`src/sv/assert_macros.svh`:
```
// ----------------------------------------------------------------------------
// Assertion macros
// Shared concurrent assertion forms, clocked on clk and disabled in reset.
// ----------------------------------------------------------------------------
`ifndef ASSERT_MACROS_SVH
`define ASSERT_MACROS_SVH

// same-cycle implication
`define PB_ASSERT_IMP(name, a, c) \
    name: assert property (@(posedge clk) disable iff (!rst_n) (a) |-> (c)) \
        else $error("pbalru assertion failed");

// next-cycle implication
`define PB_ASSERT_NXT(name, a, c) \
    name: assert property (@(posedge clk) disable iff (!rst_n) (a) |=> (c)) \
        else $error("pbalru assertion failed");

`endif

```
`src/sv/pbalru_pkg.sv`:
```
// ----------------------------------------------------------------------------
// pbalru_pkg
// Types and codes shared by the buffer pool frame table modules.
// ----------------------------------------------------------------------------
package pbalru_pkg;

    // request kinds
    localparam logic [2:0] KIND_READ     = 3'd0;
    localparam logic [2:0] KIND_ALLOC    = 3'd1;
    localparam logic [2:0] KIND_RELEASE  = 3'd2;
    localparam logic [2:0] KIND_USE      = 3'd3;
    localparam logic [2:0] KIND_EVICT    = 3'd4;
    localparam logic [2:0] KIND_SET_TMR  = 3'd5;
    localparam logic [2:0] KIND_TICK     = 3'd6;
    localparam logic [2:0] KIND_FILE_REL = 3'd7;

    // result status codes
    localparam logic [2:0] ST_OK        = 3'd0;
    localparam logic [2:0] ST_IN_USE    = 3'd1;
    localparam logic [2:0] ST_BUFFERED  = 3'd2;
    localparam logic [2:0] ST_NOT_FOUND = 3'd3;
    localparam logic [2:0] ST_NO_FRAME  = 3'd4;

    localparam logic [7:0] AGE_START_RST = 8'd8;
    // per-frame results allowed for one request
    localparam int         MAX_DROPS     = 32;
    localparam int         DROP_W        = 6;

    typedef struct packed {
        logic [2:0]  kind;
        logic [7:0]  file_id;
        logic [15:0] page_id;
        logic        dirty_flag;
        logic [7:0]  timer_value;
    } item_t;

    typedef struct packed {
        logic [2:0]  status;
        logic [4:0]  frame;
        logic        load_request;
        logic        writeback;
        logic [7:0]  wb_file_id;
        logic [15:0] wb_page_id;
        logic        last;
    } result_t;

    // one frame table entry
    typedef struct packed {
        logic [7:0]  file_id;
        logic [15:0] page_id;
        logic        pinned;
        logic        dirty;
        logic [7:0]  age;
    } entry_t;

    // what the read data in flight is used for
    typedef enum logic [1:0] {
        RD_NONE  = 2'd0,
        RD_SCAN  = 2'd1,
        RD_PASS  = 2'd2,
        RD_FETCH = 2'd3
    } rd_mode_t;

    typedef struct packed {
        logic     load;
        logic     cnt_clr;
        logic     cnt_step;
        rd_mode_t rd_mode;
        logic     apply;
        logic     final_emit;
    } ctrl_cmd_t;

    typedef struct packed {
        logic cnt_last;
        logic pin_found;
        logic is_frel;
    } dp_stat_t;

endpackage

```
`src/sv/page_buffer_pool_aging_lru_top.sv`:
```
// ----------------------------------------------------------------------------
// page_buffer_pool_aging_lru_top
// Frame table of a page buffer pool with aging replacement.
// ----------------------------------------------------------------------------
// One request at a time: a request is taken when start is high and busy is
// low. Every request walks the frame table one entry per cycle through a
// single registered memory read port, and busy stays high for the whole walk.
// Read, alloc, release, use, evict and set_timer scan the table once, a tick
// makes one aging pass, and a file release scans and then makes a release
// pass, or only the scan when a pinned frame of the file stops it early.
// Result beats come on result with a one-cycle result_valid strobe and cannot
// be held off; a tick or file release may give one beat per cycle during its
// pass, and the last beat of a request has result.last set. age_start may be
// written through cfg_we/cfg_wdata only while busy is low.
module page_buffer_pool_aging_lru_top #(
    parameter int FRAMES = 32
) (
    input  logic                clk,
    input  logic                rst_n,
    input  logic                start,
    output logic                busy,
    input  pbalru_pkg::item_t   item,
    input  logic                cfg_we,
    input  logic [7:0]          cfg_wdata,
    output logic                result_valid,
    output pbalru_pkg::result_t result
);

    pbalru_pkg::ctrl_cmd_t cmd;
    pbalru_pkg::dp_stat_t  stat;

    // sequencer
    pbalru_ctrl u_ctrl (
        .clk   (clk),
        .rst_n (rst_n),
        .start (start),
        .kind  (item.kind),
        .stat  (stat),
        .busy  (busy),
        .cmd   (cmd)
    );

    // frame table and update logic
    pbalru_dp #(
        .FRAMES (FRAMES)
    ) u_dp (
        .clk          (clk),
        .rst_n        (rst_n),
        .item         (item),
        .cfg_we       (cfg_we),
        .cfg_wdata    (cfg_wdata),
        .cmd          (cmd),
        .stat         (stat),
        .result_valid (result_valid),
        .result       (result)
    );

endmodule

```
`src/sv/pbalru_ctrl.sv`:
```
// ----------------------------------------------------------------------------
// pbalru_ctrl
// Sequencer: lookup scan, target fetch and update, or the aging/release pass.
// ----------------------------------------------------------------------------
`include "assert_macros.svh"

module pbalru_ctrl (
    input  logic                  clk,
    input  logic                  rst_n,
    input  logic                  start,
    input  logic [2:0]            kind,
    input  pbalru_pkg::dp_stat_t  stat,
    output logic                  busy,
    output pbalru_pkg::ctrl_cmd_t cmd
);

    typedef enum logic [7:0] {
        S_IDLE     = 8'b0000_0001,
        S_SCAN     = 8'b0000_0010,
        S_SCAN_END = 8'b0000_0100,
        S_FETCH    = 8'b0000_1000,
        S_APPLY    = 8'b0001_0000,
        S_PASS     = 8'b0010_0000,
        S_PASS_END = 8'b0100_0000,
        S_FINAL    = 8'b1000_0000
    } state_t;

    state_t state_reg, state_next;

    // state register
    always_ff @(posedge clk or negedge rst_n)
    begin
        if (!rst_n)
        begin
            state_reg <= S_IDLE;
        end
        else
        begin
            state_reg <= state_next;
        end
    end

    // next state and commands
    always_comb
    begin
        state_next = state_reg;
        cmd        = '0;
        cmd.rd_mode = pbalru_pkg::RD_NONE;
        unique case (state_reg)
            S_IDLE:
            begin
                if (start)
                begin
                    cmd.load    = 1'b1;
                    cmd.cnt_clr = 1'b1;
                    state_next  = (kind == pbalru_pkg::KIND_TICK) ? S_PASS : S_SCAN;
                end
            end
            S_SCAN:
            begin
                cmd.rd_mode  = pbalru_pkg::RD_SCAN;
                cmd.cnt_step = 1'b1;
                if (stat.cnt_last)
                begin
                    state_next = S_SCAN_END;
                end
            end
            S_SCAN_END:
            begin
                state_next = S_FETCH;
            end
            S_FETCH:
            begin
                if (stat.is_frel && !stat.pin_found)
                begin
                    cmd.cnt_clr = 1'b1;
                    state_next  = S_PASS;
                end
                else
                begin
                    cmd.rd_mode = pbalru_pkg::RD_FETCH;
                    state_next  = S_APPLY;
                end
            end
            S_APPLY:
            begin
                cmd.apply  = 1'b1;
                state_next = S_IDLE;
            end
            S_PASS:
            begin
                cmd.rd_mode  = pbalru_pkg::RD_PASS;
                cmd.cnt_step = 1'b1;
                if (stat.cnt_last)
                begin
                    state_next = S_PASS_END;
                end
            end
            S_PASS_END:
            begin
                state_next = S_FINAL;
            end
            S_FINAL:
            begin
                cmd.final_emit = 1'b1;
                state_next     = S_IDLE;
            end
            default:
            begin
                state_next = S_IDLE;
            end
        endcase
    end

    assign busy = (state_reg != S_IDLE);

    `PB_ASSERT_NXT(a_accept_busy, start && !busy, busy)
    `PB_ASSERT_IMP(a_apply_after_fetch, state_reg == S_APPLY, $past(state_reg) == S_FETCH)
    `PB_ASSERT_NXT(a_final_to_idle, state_reg == S_FINAL, state_reg == S_IDLE)

endmodule

```
`src/sv/pbalru_dp.sv`:
```
// ----------------------------------------------------------------------------
// pbalru_dp
// Frame table memory, valid bits, scan trackers, update logic, result register.
// ----------------------------------------------------------------------------
`include "assert_macros.svh"

module pbalru_dp #(
    parameter int FRAMES = 32
) (
    input  logic                  clk,
    input  logic                  rst_n,
    input  pbalru_pkg::item_t     item,
    input  logic                  cfg_we,
    input  logic [7:0]            cfg_wdata,
    input  pbalru_pkg::ctrl_cmd_t cmd,
    output pbalru_pkg::dp_stat_t  stat,
    output logic                  result_valid,
    output pbalru_pkg::result_t   result
);

    localparam int             IW       = $clog2(FRAMES);
    localparam logic [IW-1:0]  LAST_IDX = IW'(FRAMES - 1);

    pbalru_pkg::entry_t mem [FRAMES];

    pbalru_pkg::item_t    item_reg;
    logic [7:0]           age_start_reg;
    logic [IW-1:0]        cnt_reg;
    logic [FRAMES-1:0]    valid_reg, valid_next;
    pbalru_pkg::entry_t   rd_q;
    logic [IW-1:0]        rd_idx_q;
    pbalru_pkg::rd_mode_t rd_mode_q;

    logic                 hit_found_reg, hit_found_next;
    logic [IW-1:0]        hit_idx_reg, hit_idx_next;
    logic                 free_found_reg, free_found_next;
    logic [IW-1:0]        free_idx_reg, free_idx_next;
    logic                 vic_found_reg, vic_found_next;
    logic [IW-1:0]        vic_idx_reg, vic_idx_next;
    logic [7:0]           vic_age_reg, vic_age_next;
    logic                 pin_found_reg, pin_found_next;
    logic [IW-1:0]        pin_idx_reg, pin_idx_next;
    logic [pbalru_pkg::DROP_W-1:0] drop_cnt_reg, drop_cnt_next;

    logic                 out_valid_reg, out_valid_next;
    pbalru_pkg::result_t  out_reg, out_next;

    logic                 we;
    logic [IW-1:0]        wa;
    pbalru_pkg::entry_t   wd;
    logic [IW-1:0]        rd_addr;
    logic [IW-1:0]        target;
    logic                 v;
    logic                 match_f;
    logic                 match_fp;
    logic                 budget_ok;

    function automatic logic [4:0] fr5(input logic [IW-1:0] i);
        logic [5:0] w;
        w = 6'(i);
        return w[4:0];
    endfunction

    function automatic pbalru_pkg::result_t mk(
        input logic [2:0]  st,
        input logic [4:0]  fr,
        input logic        ld,
        input logic        wb,
        input logic [7:0]  wf,
        input logic [15:0] wp,
        input logic        lst
    );
        pbalru_pkg::result_t r;
        r.status       = st;
        r.frame        = fr;
        r.load_request = ld;
        r.writeback    = wb;
        r.wb_file_id   = wb ? wf : 8'd0;
        r.wb_page_id   = wb ? wp : 16'd0;
        r.last         = lst;
        return r;
    endfunction

    // frame addressed by an update: hit, else free frame, else victim
    assign target  = hit_found_reg ? hit_idx_reg : (free_found_reg ? free_idx_reg : vic_idx_reg);
    assign rd_addr = (cmd.rd_mode == pbalru_pkg::RD_FETCH) ? target : cnt_reg;

    assign v         = valid_reg[rd_idx_q];
    assign match_f   = (rd_q.file_id == item_reg.file_id);
    assign match_fp  = match_f && (rd_q.page_id == item_reg.page_id);
    assign budget_ok = (drop_cnt_reg < pbalru_pkg::DROP_W'(pbalru_pkg::MAX_DROPS));

    // frame table memory: one write, one registered read
    always_ff @(posedge clk)
    begin
        if (we)
        begin
            mem[wa] <= wd;
        end
        if (cmd.rd_mode != pbalru_pkg::RD_NONE)
        begin
            rd_q     <= mem[rd_addr];
            rd_idx_q <= rd_addr;
        end
    end

    // request capture
    always_ff @(posedge clk)
    begin
        if (cmd.load)
        begin
            item_reg <= item;
        end
    end

    // payload trackers and result payload
    always_ff @(posedge clk)
    begin
        hit_idx_reg  <= hit_idx_next;
        free_idx_reg <= free_idx_next;
        vic_idx_reg  <= vic_idx_next;
        vic_age_reg  <= vic_age_next;
        pin_idx_reg  <= pin_idx_next;
        out_reg      <= out_next;
    end

    // control registers
    always_ff @(posedge clk or negedge rst_n)
    begin
        if (!rst_n)
        begin
            age_start_reg  <= pbalru_pkg::AGE_START_RST;
            cnt_reg        <= '0;
            valid_reg      <= '0;
            rd_mode_q      <= pbalru_pkg::RD_NONE;
            hit_found_reg  <= 1'b0;
            free_found_reg <= 1'b0;
            vic_found_reg  <= 1'b0;
            pin_found_reg  <= 1'b0;
            drop_cnt_reg   <= '0;
            out_valid_reg  <= 1'b0;
        end
        else
        begin
            if (cfg_we)
            begin
                age_start_reg <= cfg_wdata;
            end
            if (cmd.cnt_clr)
            begin
                cnt_reg <= '0;
            end
            else if (cmd.cnt_step && (cnt_reg != LAST_IDX))
            begin
                cnt_reg <= cnt_reg + 1'b1;
            end
            valid_reg      <= valid_next;
            rd_mode_q      <= cmd.rd_mode;
            hit_found_reg  <= hit_found_next;
            free_found_reg <= free_found_next;
            vic_found_reg  <= vic_found_next;
            pin_found_reg  <= pin_found_next;
            drop_cnt_reg   <= drop_cnt_next;
            out_valid_reg  <= out_valid_next;
        end
    end

    // scan evaluation, pass updates and request updates
    always_comb
    begin
        valid_next      = valid_reg;
        hit_found_next  = hit_found_reg;
        hit_idx_next    = hit_idx_reg;
        free_found_next = free_found_reg;
        free_idx_next   = free_idx_reg;
        vic_found_next  = vic_found_reg;
        vic_idx_next    = vic_idx_reg;
        vic_age_next    = vic_age_reg;
        pin_found_next  = pin_found_reg;
        pin_idx_next    = pin_idx_reg;
        drop_cnt_next   = drop_cnt_reg;
        out_valid_next  = 1'b0;
        out_next        = out_reg;
        we              = 1'b0;
        wa              = rd_idx_q;
        wd              = rd_q;

        // one entry per cycle arrives from the memory
        unique case (rd_mode_q)
            pbalru_pkg::RD_SCAN:
            begin
                if (v && match_fp && !hit_found_reg)
                begin
                    hit_found_next = 1'b1;
                    hit_idx_next   = rd_idx_q;
                end
                if (!v && !free_found_reg)
                begin
                    free_found_next = 1'b1;
                    free_idx_next   = rd_idx_q;
                end
                if (v && !rd_q.pinned && (!vic_found_reg || (rd_q.age < vic_age_reg)))
                begin
                    vic_found_next = 1'b1;
                    vic_idx_next   = rd_idx_q;
                    vic_age_next   = rd_q.age;
                end
                if (v && match_f && rd_q.pinned && !pin_found_reg)
                begin
                    pin_found_next = 1'b1;
                    pin_idx_next   = rd_idx_q;
                end
            end
            pbalru_pkg::RD_PASS:
            begin
                if (item_reg.kind == pbalru_pkg::KIND_TICK)
                begin
                    if (v && !rd_q.pinned)
                    begin
                        we = 1'b1;
                        if (rd_q.age <= 8'd1)
                        begin
                            wd.age = 8'd0;
                            if (budget_ok)
                            begin
                                valid_next[rd_idx_q] = 1'b0;
                                drop_cnt_next  = drop_cnt_reg + 1'b1;
                                out_valid_next = 1'b1;
                                out_next = mk(pbalru_pkg::ST_OK, fr5(rd_idx_q), 1'b0,
                                              rd_q.dirty, rd_q.file_id, rd_q.page_id, 1'b0);
                            end
                        end
                        else
                        begin
                            wd.age = rd_q.age - 8'd1;
                        end
                    end
                end
                else if (v && match_f && budget_ok)
                begin
                    valid_next[rd_idx_q] = 1'b0;
                    drop_cnt_next  = drop_cnt_reg + 1'b1;
                    out_valid_next = 1'b1;
                    out_next = mk(pbalru_pkg::ST_OK, fr5(rd_idx_q), 1'b0,
                                  rd_q.dirty, rd_q.file_id, rd_q.page_id, 1'b0);
                end
            end
            default:
            begin
            end
        endcase

        // single-result update at the target frame, rd_q holds that entry
        if (cmd.apply)
        begin
            out_valid_next = 1'b1;
            wa             = target;
            unique case (item_reg.kind)
                pbalru_pkg::KIND_READ, pbalru_pkg::KIND_ALLOC:
                begin
                    if (hit_found_reg)
                    begin
                        if (item_reg.kind == pbalru_pkg::KIND_ALLOC)
                        begin
                            out_next = mk(pbalru_pkg::ST_BUFFERED, fr5(target), 1'b0,
                                          1'b0, 8'd0, 16'd0, 1'b1);
                        end
                        else if (rd_q.pinned)
                        begin
                            out_next = mk(pbalru_pkg::ST_IN_USE, fr5(target), 1'b0,
                                          1'b0, 8'd0, 16'd0, 1'b1);
                        end
                        else
                        begin
                            if (rd_q.age < age_start_reg)
                            begin
                                we     = 1'b1;
                                wd.age = rd_q.age + 8'd1;
                            end
                            out_next = mk(pbalru_pkg::ST_OK, fr5(target), 1'b0,
                                          1'b0, 8'd0, 16'd0, 1'b1);
                        end
                    end
                    else if (free_found_reg || vic_found_reg)
                    begin
                        // take a free frame, or replace the least-aged victim
                        we                 = 1'b1;
                        wd.file_id         = item_reg.file_id;
                        wd.page_id         = item_reg.page_id;
                        wd.pinned          = 1'b0;
                        wd.dirty           = 1'b0;
                        wd.age             = age_start_reg;
                        valid_next[target] = 1'b1;
                        out_next = mk(pbalru_pkg::ST_OK, fr5(target),
                                      item_reg.kind == pbalru_pkg::KIND_READ,
                                      !free_found_reg && rd_q.dirty,
                                      rd_q.file_id, rd_q.page_id, 1'b1);
                    end
                    else
                    begin
                        out_next = mk(pbalru_pkg::ST_NO_FRAME, 5'd0, 1'b0,
                                      1'b0, 8'd0, 16'd0, 1'b1);
                    end
                end
                pbalru_pkg::KIND_RELEASE, pbalru_pkg::KIND_USE,
                pbalru_pkg::KIND_EVICT, pbalru_pkg::KIND_SET_TMR:
                begin
                    if (!hit_found_reg)
                    begin
                        out_next = mk(pbalru_pkg::ST_NOT_FOUND, 5'd0, 1'b0,
                                      1'b0, 8'd0, 16'd0, 1'b1);
                    end
                    else if (item_reg.kind == pbalru_pkg::KIND_EVICT)
                    begin
                        valid_next[target] = 1'b0;
                        out_next = mk(pbalru_pkg::ST_OK, fr5(target), 1'b0,
                                      rd_q.dirty, rd_q.file_id, rd_q.page_id, 1'b1);
                    end
                    else
                    begin
                        we = 1'b1;
                        if (item_reg.kind == pbalru_pkg::KIND_RELEASE)
                        begin
                            wd.pinned = 1'b0;
                            wd.dirty  = item_reg.dirty_flag;
                        end
                        else if (item_reg.kind == pbalru_pkg::KIND_USE)
                        begin
                            wd.pinned = 1'b1;
                        end
                        else
                        begin
                            wd.age = item_reg.timer_value;
                        end
                        out_next = mk(pbalru_pkg::ST_OK, fr5(target), 1'b0,
                                      1'b0, 8'd0, 16'd0, 1'b1);
                    end
                end
                pbalru_pkg::KIND_FILE_REL:
                begin
                    out_next = mk(pbalru_pkg::ST_IN_USE, fr5(pin_idx_reg), 1'b0,
                                  1'b0, 8'd0, 16'd0, 1'b1);
                end
                default:
                begin
                    out_valid_next = 1'b0;
                end
            endcase
        end

        // closing result of a tick or file release
        if (cmd.final_emit)
        begin
            out_valid_next = 1'b1;
            out_next = mk(pbalru_pkg::ST_OK, 5'd0, 1'b0, 1'b0, 8'd0, 16'd0, 1'b1);
        end

        // new request clears the trackers
        if (cmd.load)
        begin
            hit_found_next  = 1'b0;
            free_found_next = 1'b0;
            vic_found_next  = 1'b0;
            pin_found_next  = 1'b0;
            drop_cnt_next   = '0;
        end
    end

    assign stat.cnt_last  = (cnt_reg == LAST_IDX);
    assign stat.pin_found = pin_found_reg;
    assign stat.is_frel   = (item_reg.kind == pbalru_pkg::KIND_FILE_REL);

    assign result_valid = out_valid_reg;
    assign result       = out_reg;

    `PB_ASSERT_NXT(a_apply_emits_last, cmd.apply, result_valid && result.last)
    `PB_ASSERT_IMP(a_wb_is_ok, result_valid && result.writeback, result.status == pbalru_pkg::ST_OK)
    `PB_ASSERT_IMP(a_drop_budget, 1'b1, drop_cnt_reg <= pbalru_pkg::DROP_W'(pbalru_pkg::MAX_DROPS))

endmodule

```
`config.mk`:
```
export PLATFORM = sky130hd
export DESIGN_NAME = page_buffer_pool_aging_lru_top
export DESIGN_NICKNAME = d
export VERILOG_FILES = /design/src/sv/pbalru_pkg.sv /design/src/sv/page_buffer_pool_aging_lru_top.sv /design/src/sv/pbalru_ctrl.sv /design/src/sv/pbalru_dp.sv
export VERILOG_INCLUDE_DIRS = /design/src /design/src/sv
export SDC_FILE = /design/constraint.sdc
export NUM_CORES = 2
export LEC_CHECK = 0
export ABC_AREA = 1
export BUFFER_PORTS_ARGS = -buffer_cell sky130_fd_sc_hd__buf_4
export CAP_MARGIN = 10
export CORE_ASPECT_RATIO = 1.75
export CORE_MARGIN = 2
export CORE_UTILIZATION = 57
export CTS_BUF_LIST = sky130_fd_sc_hd__clkbuf_16
export CTS_CLUSTER_DIAMETER = 120
export DETAILED_ROUTE_END_ITERATION = 10
export PLACE_DENSITY = 0.76
export SYNTH_ARGS = -nofsm -noshare
export SYNTH_HDL_FRONTEND = slang
export SYNTH_HIERARCHICAL = 1
export SYNTH_SLANG_ARGS = --single-unit
export TNS_END_PERCENT = 100
```
`constraint.sdc`:
```
create_clock -name clk -period 3.5 [get_ports clk]
set_clock_uncertainty 0.05 [all_clocks]
set_input_delay 0.175 -clock clk [delete_from_list [all_inputs] [get_ports clk]]
set_output_delay 0.175 -clock clk [all_outputs]
set_load 0.02 [all_outputs]
```
; After elaboration in Yosys (flattened, before gate mapping)
; Memory sizes are Yosys's and may differ from the RTL's. A register that Yosys moved wholly into a read port is not among the register bits.
; Index checks and enable logic that the tools add are counted.
[op_classes]
addsub = 4
n_mul = 0
n_shift = 0
n_eq_ne = 30
div_mod_pow = 0
mux = 119
bitwise_logic = 5
order_cmp = 8
reduce_logical = 47
[op_table]
columns = operator, count
row1 = two-way mux 32 bit, 11
row2 = two-way mux 35 bit, 9
row3 = two-way mux 34 bit, 4
row4 = two-way mux 8 bit, 15
row5 = case mux 35 bit (3 select lines), 1
row6 = bitwise AND 32 bit, 2
row7 = NOT 32 bit, 2
row8 = case mux 32 bit (2 select lines), 1
row9 = two-way mux 6 bit, 9
row10 = two-way mux 26 bit, 2
row11 = case mux 8 bit (6 select lines), 1
row12 = two-way mux 1 bit, 45
row13 = two-way mux 33 bit, 1
row14 = two-way mux 16 bit, 2
row15 = OR 32 bit, 1
row16 = two-way mux 5 bit, 6
row17 = two-way mux 24 bit, 1
row18 = two-way mux 10 bit, 2
row19 = case mux 10 bit (2 select lines), 1
row20 = == test 16 bit, 1
row21 = < comparator 8 bit, 2
row22 = AND reduction 2 bit, 8
row23 = nonzero test 2 bit, 8
row24 = == test 3 bit (second input constant), 5
row25 = other kinds (42), 73
[totals]
romBits = 0
out_inout_bits = 37
input_bits = 48
reg_bits = 170
word_cells = 243
mem_count = 1
ram_bits = 1088
latch_bits = 0
[mem_list]
columns = memory, words, word_bits, read_ports, rd_clocked_by_memory_dff, write_ports, line
row1 = u_dp.mem, 32, 34, 1, 1, 1, pbalru_dp.sv:24  ; pbalru_pkg::entry_t mem [FRAMES];

; Logic depth before layout (Yosys ltp)
[logic_depth]
ltp_word = 16
mapped_depth = 20
depth_no_buf = 19

; Modules after synthesis
; Netlist, hierarchy kept.
[by_module_without_submodules]
columns = module, n_inst, seq_area_each_um2, cells_each, area_per_inst_um2
row1 = pbalru_dp, 1, 37917.6, 4647, 54034.3
row2 = pbalru_ctrl, 1, 201.4, 78, 561.8

; Worst setup path before layout
; No wires, ideal clock.
[synth_timing]
path_type = reg-to-reg
startpoint = register u_dp.rd_idx_q[0]
endpoint = memory u_dp/mem[0][0] (netlist bit) (enable)
setup_slack_ns = -0.393
t_required_ns = 3.025
setup_ns = 0.425
t_arrival_ns = 3.417
path_stages_with_launch = 18
period_less_slack_ns = 3.893
n_path_buf = 2
path_cell_list = edfxtp_1 inv_2 buf_2 nand2_1 nand2_1 nand2_1 nand2_1 nand2_1 nand2_1 nor2_2 nand2_4 nand2_2 nor2_2 buf_4 o21ai_2 nand3_4 nand4_4 nor2_1
[synth_between]
elab_chain_len = 14
word_cells_on_any_way = 18
classes_between = mux (17) / reduce/logical (1)
[synth_rtl]
columns = item, line
row1 = "start, declared", pbalru_dp.sv:31  ; logic [IW-1:0] rd_idx_q;
row2 = "start signal, assigned", pbalru_dp.sv:103  ; rd_idx_q <= rd_addr;
row3 = binary-select mux 1 bit (select 5 bit), pbalru_dp.sv:88  ; assign v = valid_reg[rd_idx_q];
row4 = two-way mux 1 bit (implied by the code), pbalru_dp.sv:88
row5 = logical AND 1 bit, pbalru_dp.sv:218  ; if (v && !rd_q.pinned)
row6 = two-way mux 1 bit, pbalru_dp.sv:218
row7 = two-way mux 1 bit, pbalru_dp.sv:216  ; if (item_reg.kind == pbalru_pkg::KIND_TICK)
row8 = two-way mux 1 bit, pbalru_dp.sv:189  ; unique case (rd_mode_q)
row9 = two-way mux 1 bit, pbalru_dp.sv:275  ; if (rd_q.age < age_start_reg)
row10 = two-way mux 1 bit, pbalru_dp.sv:268  ; else if (rd_q.pinned)
row11 = two-way mux 1 bit, pbalru_dp.sv:263  ; if (item_reg.kind == pbalru_pkg::KIND_ALLOC)
row12 = two-way mux 1 bit, pbalru_dp.sv:261  ; if (hit_found_reg)
row13 = case mux 1 bit (2 select lines), pbalru_dp.sv:258  ; unique case (item_reg.kind)
row14 = two-way mux 1 bit, pbalru_dp.sv:254  ; if (cmd.apply)
row15 = two-way mux 1 bit, pbalru_dp.sv:96  ; if (we)
row16 = two-way mux 1 bit (implied by the code), pbalru_dp.sv:98  ; mem[wa] <= wd;
row17 = "end, declared", pbalru_dp.sv:24
; Parallel ways exist; a longest one is shown, timed or not. The select of a mux whose other input is x is not followed.

==> run_results.csv <==
group,metric,value,unit
power,vdd_drop_max,431,uV
route,viasPerCell,6.29,
critical_path,crit_path_max_fanout,36,
critical_path,cp-start-kind,"flip-flop",
critical_path,worst-path-buf-inv,2,
route,dr.pass1.iters,8,
yosys,synth_most_common_cell,"edfxtp_1",
cts,clock-root-buffer,"clkbuf_16",
die,fp.dieW,238,um
timing,max_slew_margin,0.140,
cts,cts_buffers,105,
die,coreArea,95200,sq um
power,power.density,675,nW/um^2
place,io_buffers,84,
run_status,status,"complete, no violations",
critical_path,cp_top_family,"simple AND/OR/NAND/NOR gates",
critical_path,endpoint_kind,"flip-flop",
timing,post-route-min-period,3440,ps
yosys,synthCells,4725,
yosys,synth_nets,4796,
cts,cts_htree_levels,3,
global_route,grt_max_degree,70,
global_route,grt_overflow_total,0,
critical_path,max_stage_delay,720,ps
route,drt_iter0_markers,5012,
yosys,avgSynthCellArea,11.6,sq um
critical_path,critPathLaunch,"u_ctrl/state_reg[2]$_DFFE_PN0P_",
die,rows,150,
critical_path,crit_type,"flip-flop to flip-flop",
route,wire_per_inst,25.8,um
timing,tightest_slew,1290,ps
yosys,yosysUniqueCellTypes,57,
die,die_y,413,um
yosys,syn-cell-area,54600,sq um
timing,min_period_over_period,0.983,
final_layout,largest_reg_flops,1088,
yosys,synth.yosys.seq_area_share,0.698,
final_layout,nets,5056,
critical_path,path_cells,"nor2_1 > nand2_2 > nor4_2 > buf_4 > nand2_1 > nor2_4 > buf_12 > nand2_1 > nand2_1",
final_layout,multi_input_area,15000,sq um
final_layout,fill_cells,6411,
final_layout,seqCellArea,38100,sq um
critical_path,timing.rr.start,"u_ctrl/state_reg[2]$_DFFE_PN0P_",
die,start_util,0.574,
cts,clock_path_buffers,3,
global_route,grt_pass1_wl,237000,um
route,antenna_left,0,
die,pin_count,85,
cts,clock_latency,740,ps
cts,cts_tree,"done",
critical_path,cpMostUsedCell,"nand2_1",
global_route,grt_antenna_before_repair,8,
flow_run,drv_cap,0,
die,die-area,98400,sq um
critical_path,cp.required,3840,ps
final_layout,area_delta_synth_final,17.4,%
global_route,grt_pass1_vias,38485,
power,p_leak,22.2,nW
timing,setup_violations,0,
timing,clock.fmax,291,MHz
cts,clkTransAtPathRegs,70,ps
critical_path,critical_path.slowest_cell,"nand2_1",
route,routed_wl,163000,um
place,dp_hpwl,99900,um
global_route,grt_usage,0.329,
route,dr_total_vias,39621,
timing,finalSetupTns,0,ps
yosys,ys_warn_count,6,
power,total_power,0.0432,W
yosys,ys_ff_latch,1292,
timing,worst_hold_slack,49.8,ps
yosys,synthTopCellsByCount,"edfxtp_1, nor2_1, nand2_1",
yosys,synth_edf_count,1191,
final_layout,final_util,0.673,
yosys,synthFlopType,"edfxtp_1",
route,drc,0,
timing,grt_setup_unrepaired,"true",
yosys,ys_top_cells_by_area,"edfxtp_1, nor2_1, o21ai_0, o211ai_1, nand2_1",
timing,finalHoldViolCount,0,
critical_path,cp.arrival,3780,ps
final_layout,drive_gt1_frac,0.141,
yosys,async_flop_share,0.0511,
timing,slew_violations,0,
worst_hold_path,hold_class,"input pin to async pin",
cts,cts_sinks,1292,
yosys,post-synth-top-area-fraction,0.655,
yosys,yosysTopAreaCell,"edfxtp_1",
place,gp_congestion,0.983,
## cell usage in the layout (no fill, tap or decap), types with 21 or more instances in the layout
cell type	n
edfxtp_1	1191
nor2_1	851
nand2_1	565
o21ai_0	542
o211ai_1	322
nand3_1	276
buf_4	237
inv_1	154
buf_12	123
clkbuf_16	108
o21ai_1	104
dfrtp_1	64
a21oi_1	63
dlygate4sd3_1	62
or2_2	40
nor2_4	36
dfxtp_1	35
o21ai_2	23
ha_1	23
clkinv_1	21
## final cells by class
| cell class | count | area share |
|---|---|---|
| clock buffer | 107 | 0.0418 |
| timing repair buffer | 433 | 0.0797 |
| clock inverter | 91 | 0.0156 |
| multi-input combinational | 2987 | 0.234 |
| antenna | 7 | 0.000273 |
| inverter | 166 | 0.0100 |
| tap | 1216 | 0.0237 |
| sequential | 1292 | 0.595 |
## cells by family (layout without fill, tap and decap cells)
family | after synthesis | in the layout | synth area share
buf+inv | 446 | 797 | 0.0341
flops | 1292 | 1292 | 0.698
other cells | 0 | 7 | 0
compound gates | 1085 | 1085 | 0.116
fa+ha+maj | 23 | 23 | 0.00527
simple gates | 1856 | 1856 | 0.143
xor+xnor | 23 | 23 | 0.00369
## path summary, 6_finish.rpt
check,end,depth (start not counted),slack (ps)
hold reg to reg,u_dp/result[0]$_SDFF_PP1_,2,410
setup reg to reg,u_dp/mem[26][29]$_DFFE_PP_,9,60
max in group asynchronous,u_dp/drop_cnt_reg[3]$_DFFE_PN0P_,2,2700
hold / removal,u_dp/age_start_reg[4]$_DFFE_PN0P_,2,50
setup / recovery,u_dp/mem[26][29]$_DFFE_PP_,9,60
min in group clk,u_dp/item_reg[26]$_DFFE_PP_,2,120
## layer usage
| metal | track usage | vias up | part of all wire |
|---|---|---|---|
| li1 | - | 17447 | - |
| met1 | 0.371 | 18959 | 0.33 |
| met2 | 0.566 | 2501 | 0.50 |
| met3 | 0.0562 | 710 | 0.096 |
| met4 | 0.236 | 4 | 0.080 |
| met5 | 0 | - | 0.00017 |
## power by group
group / switching [W] / total (W) / internal [W]
registers: 0.000525 / 0.0189 / 0.0184
logic: 0.00790 / 0.0118 / 0.00387
clock network: 0.00557 / 0.0126 / 0.00701
## timing repair
| item | in CTS | in global routing |
|---|---|---|
| endpoints found under the setup margin | 46 | 43 |
| gates resized for setup | 2 | 6 |
| pin swaps | 0 | 1 |
| hold endpoints to repair | 124 | 0 |
| hold buffers | 62 | 0 |
| setup buffers | 0 | 1 |
| cloned | 0 | 0 |
## through the flow
step	instances	worst slack [ps]	instance area, sq um
final	6299	61.2	64100
after CTS	6285	62.1	63900
after global routing	6298	-34.0	64100
after floorplan	4725	-393	54600
after detailed placement	6025	15.1	59600
after global placement	6025	3.91	59600
(Power assumes the default switching activity.)
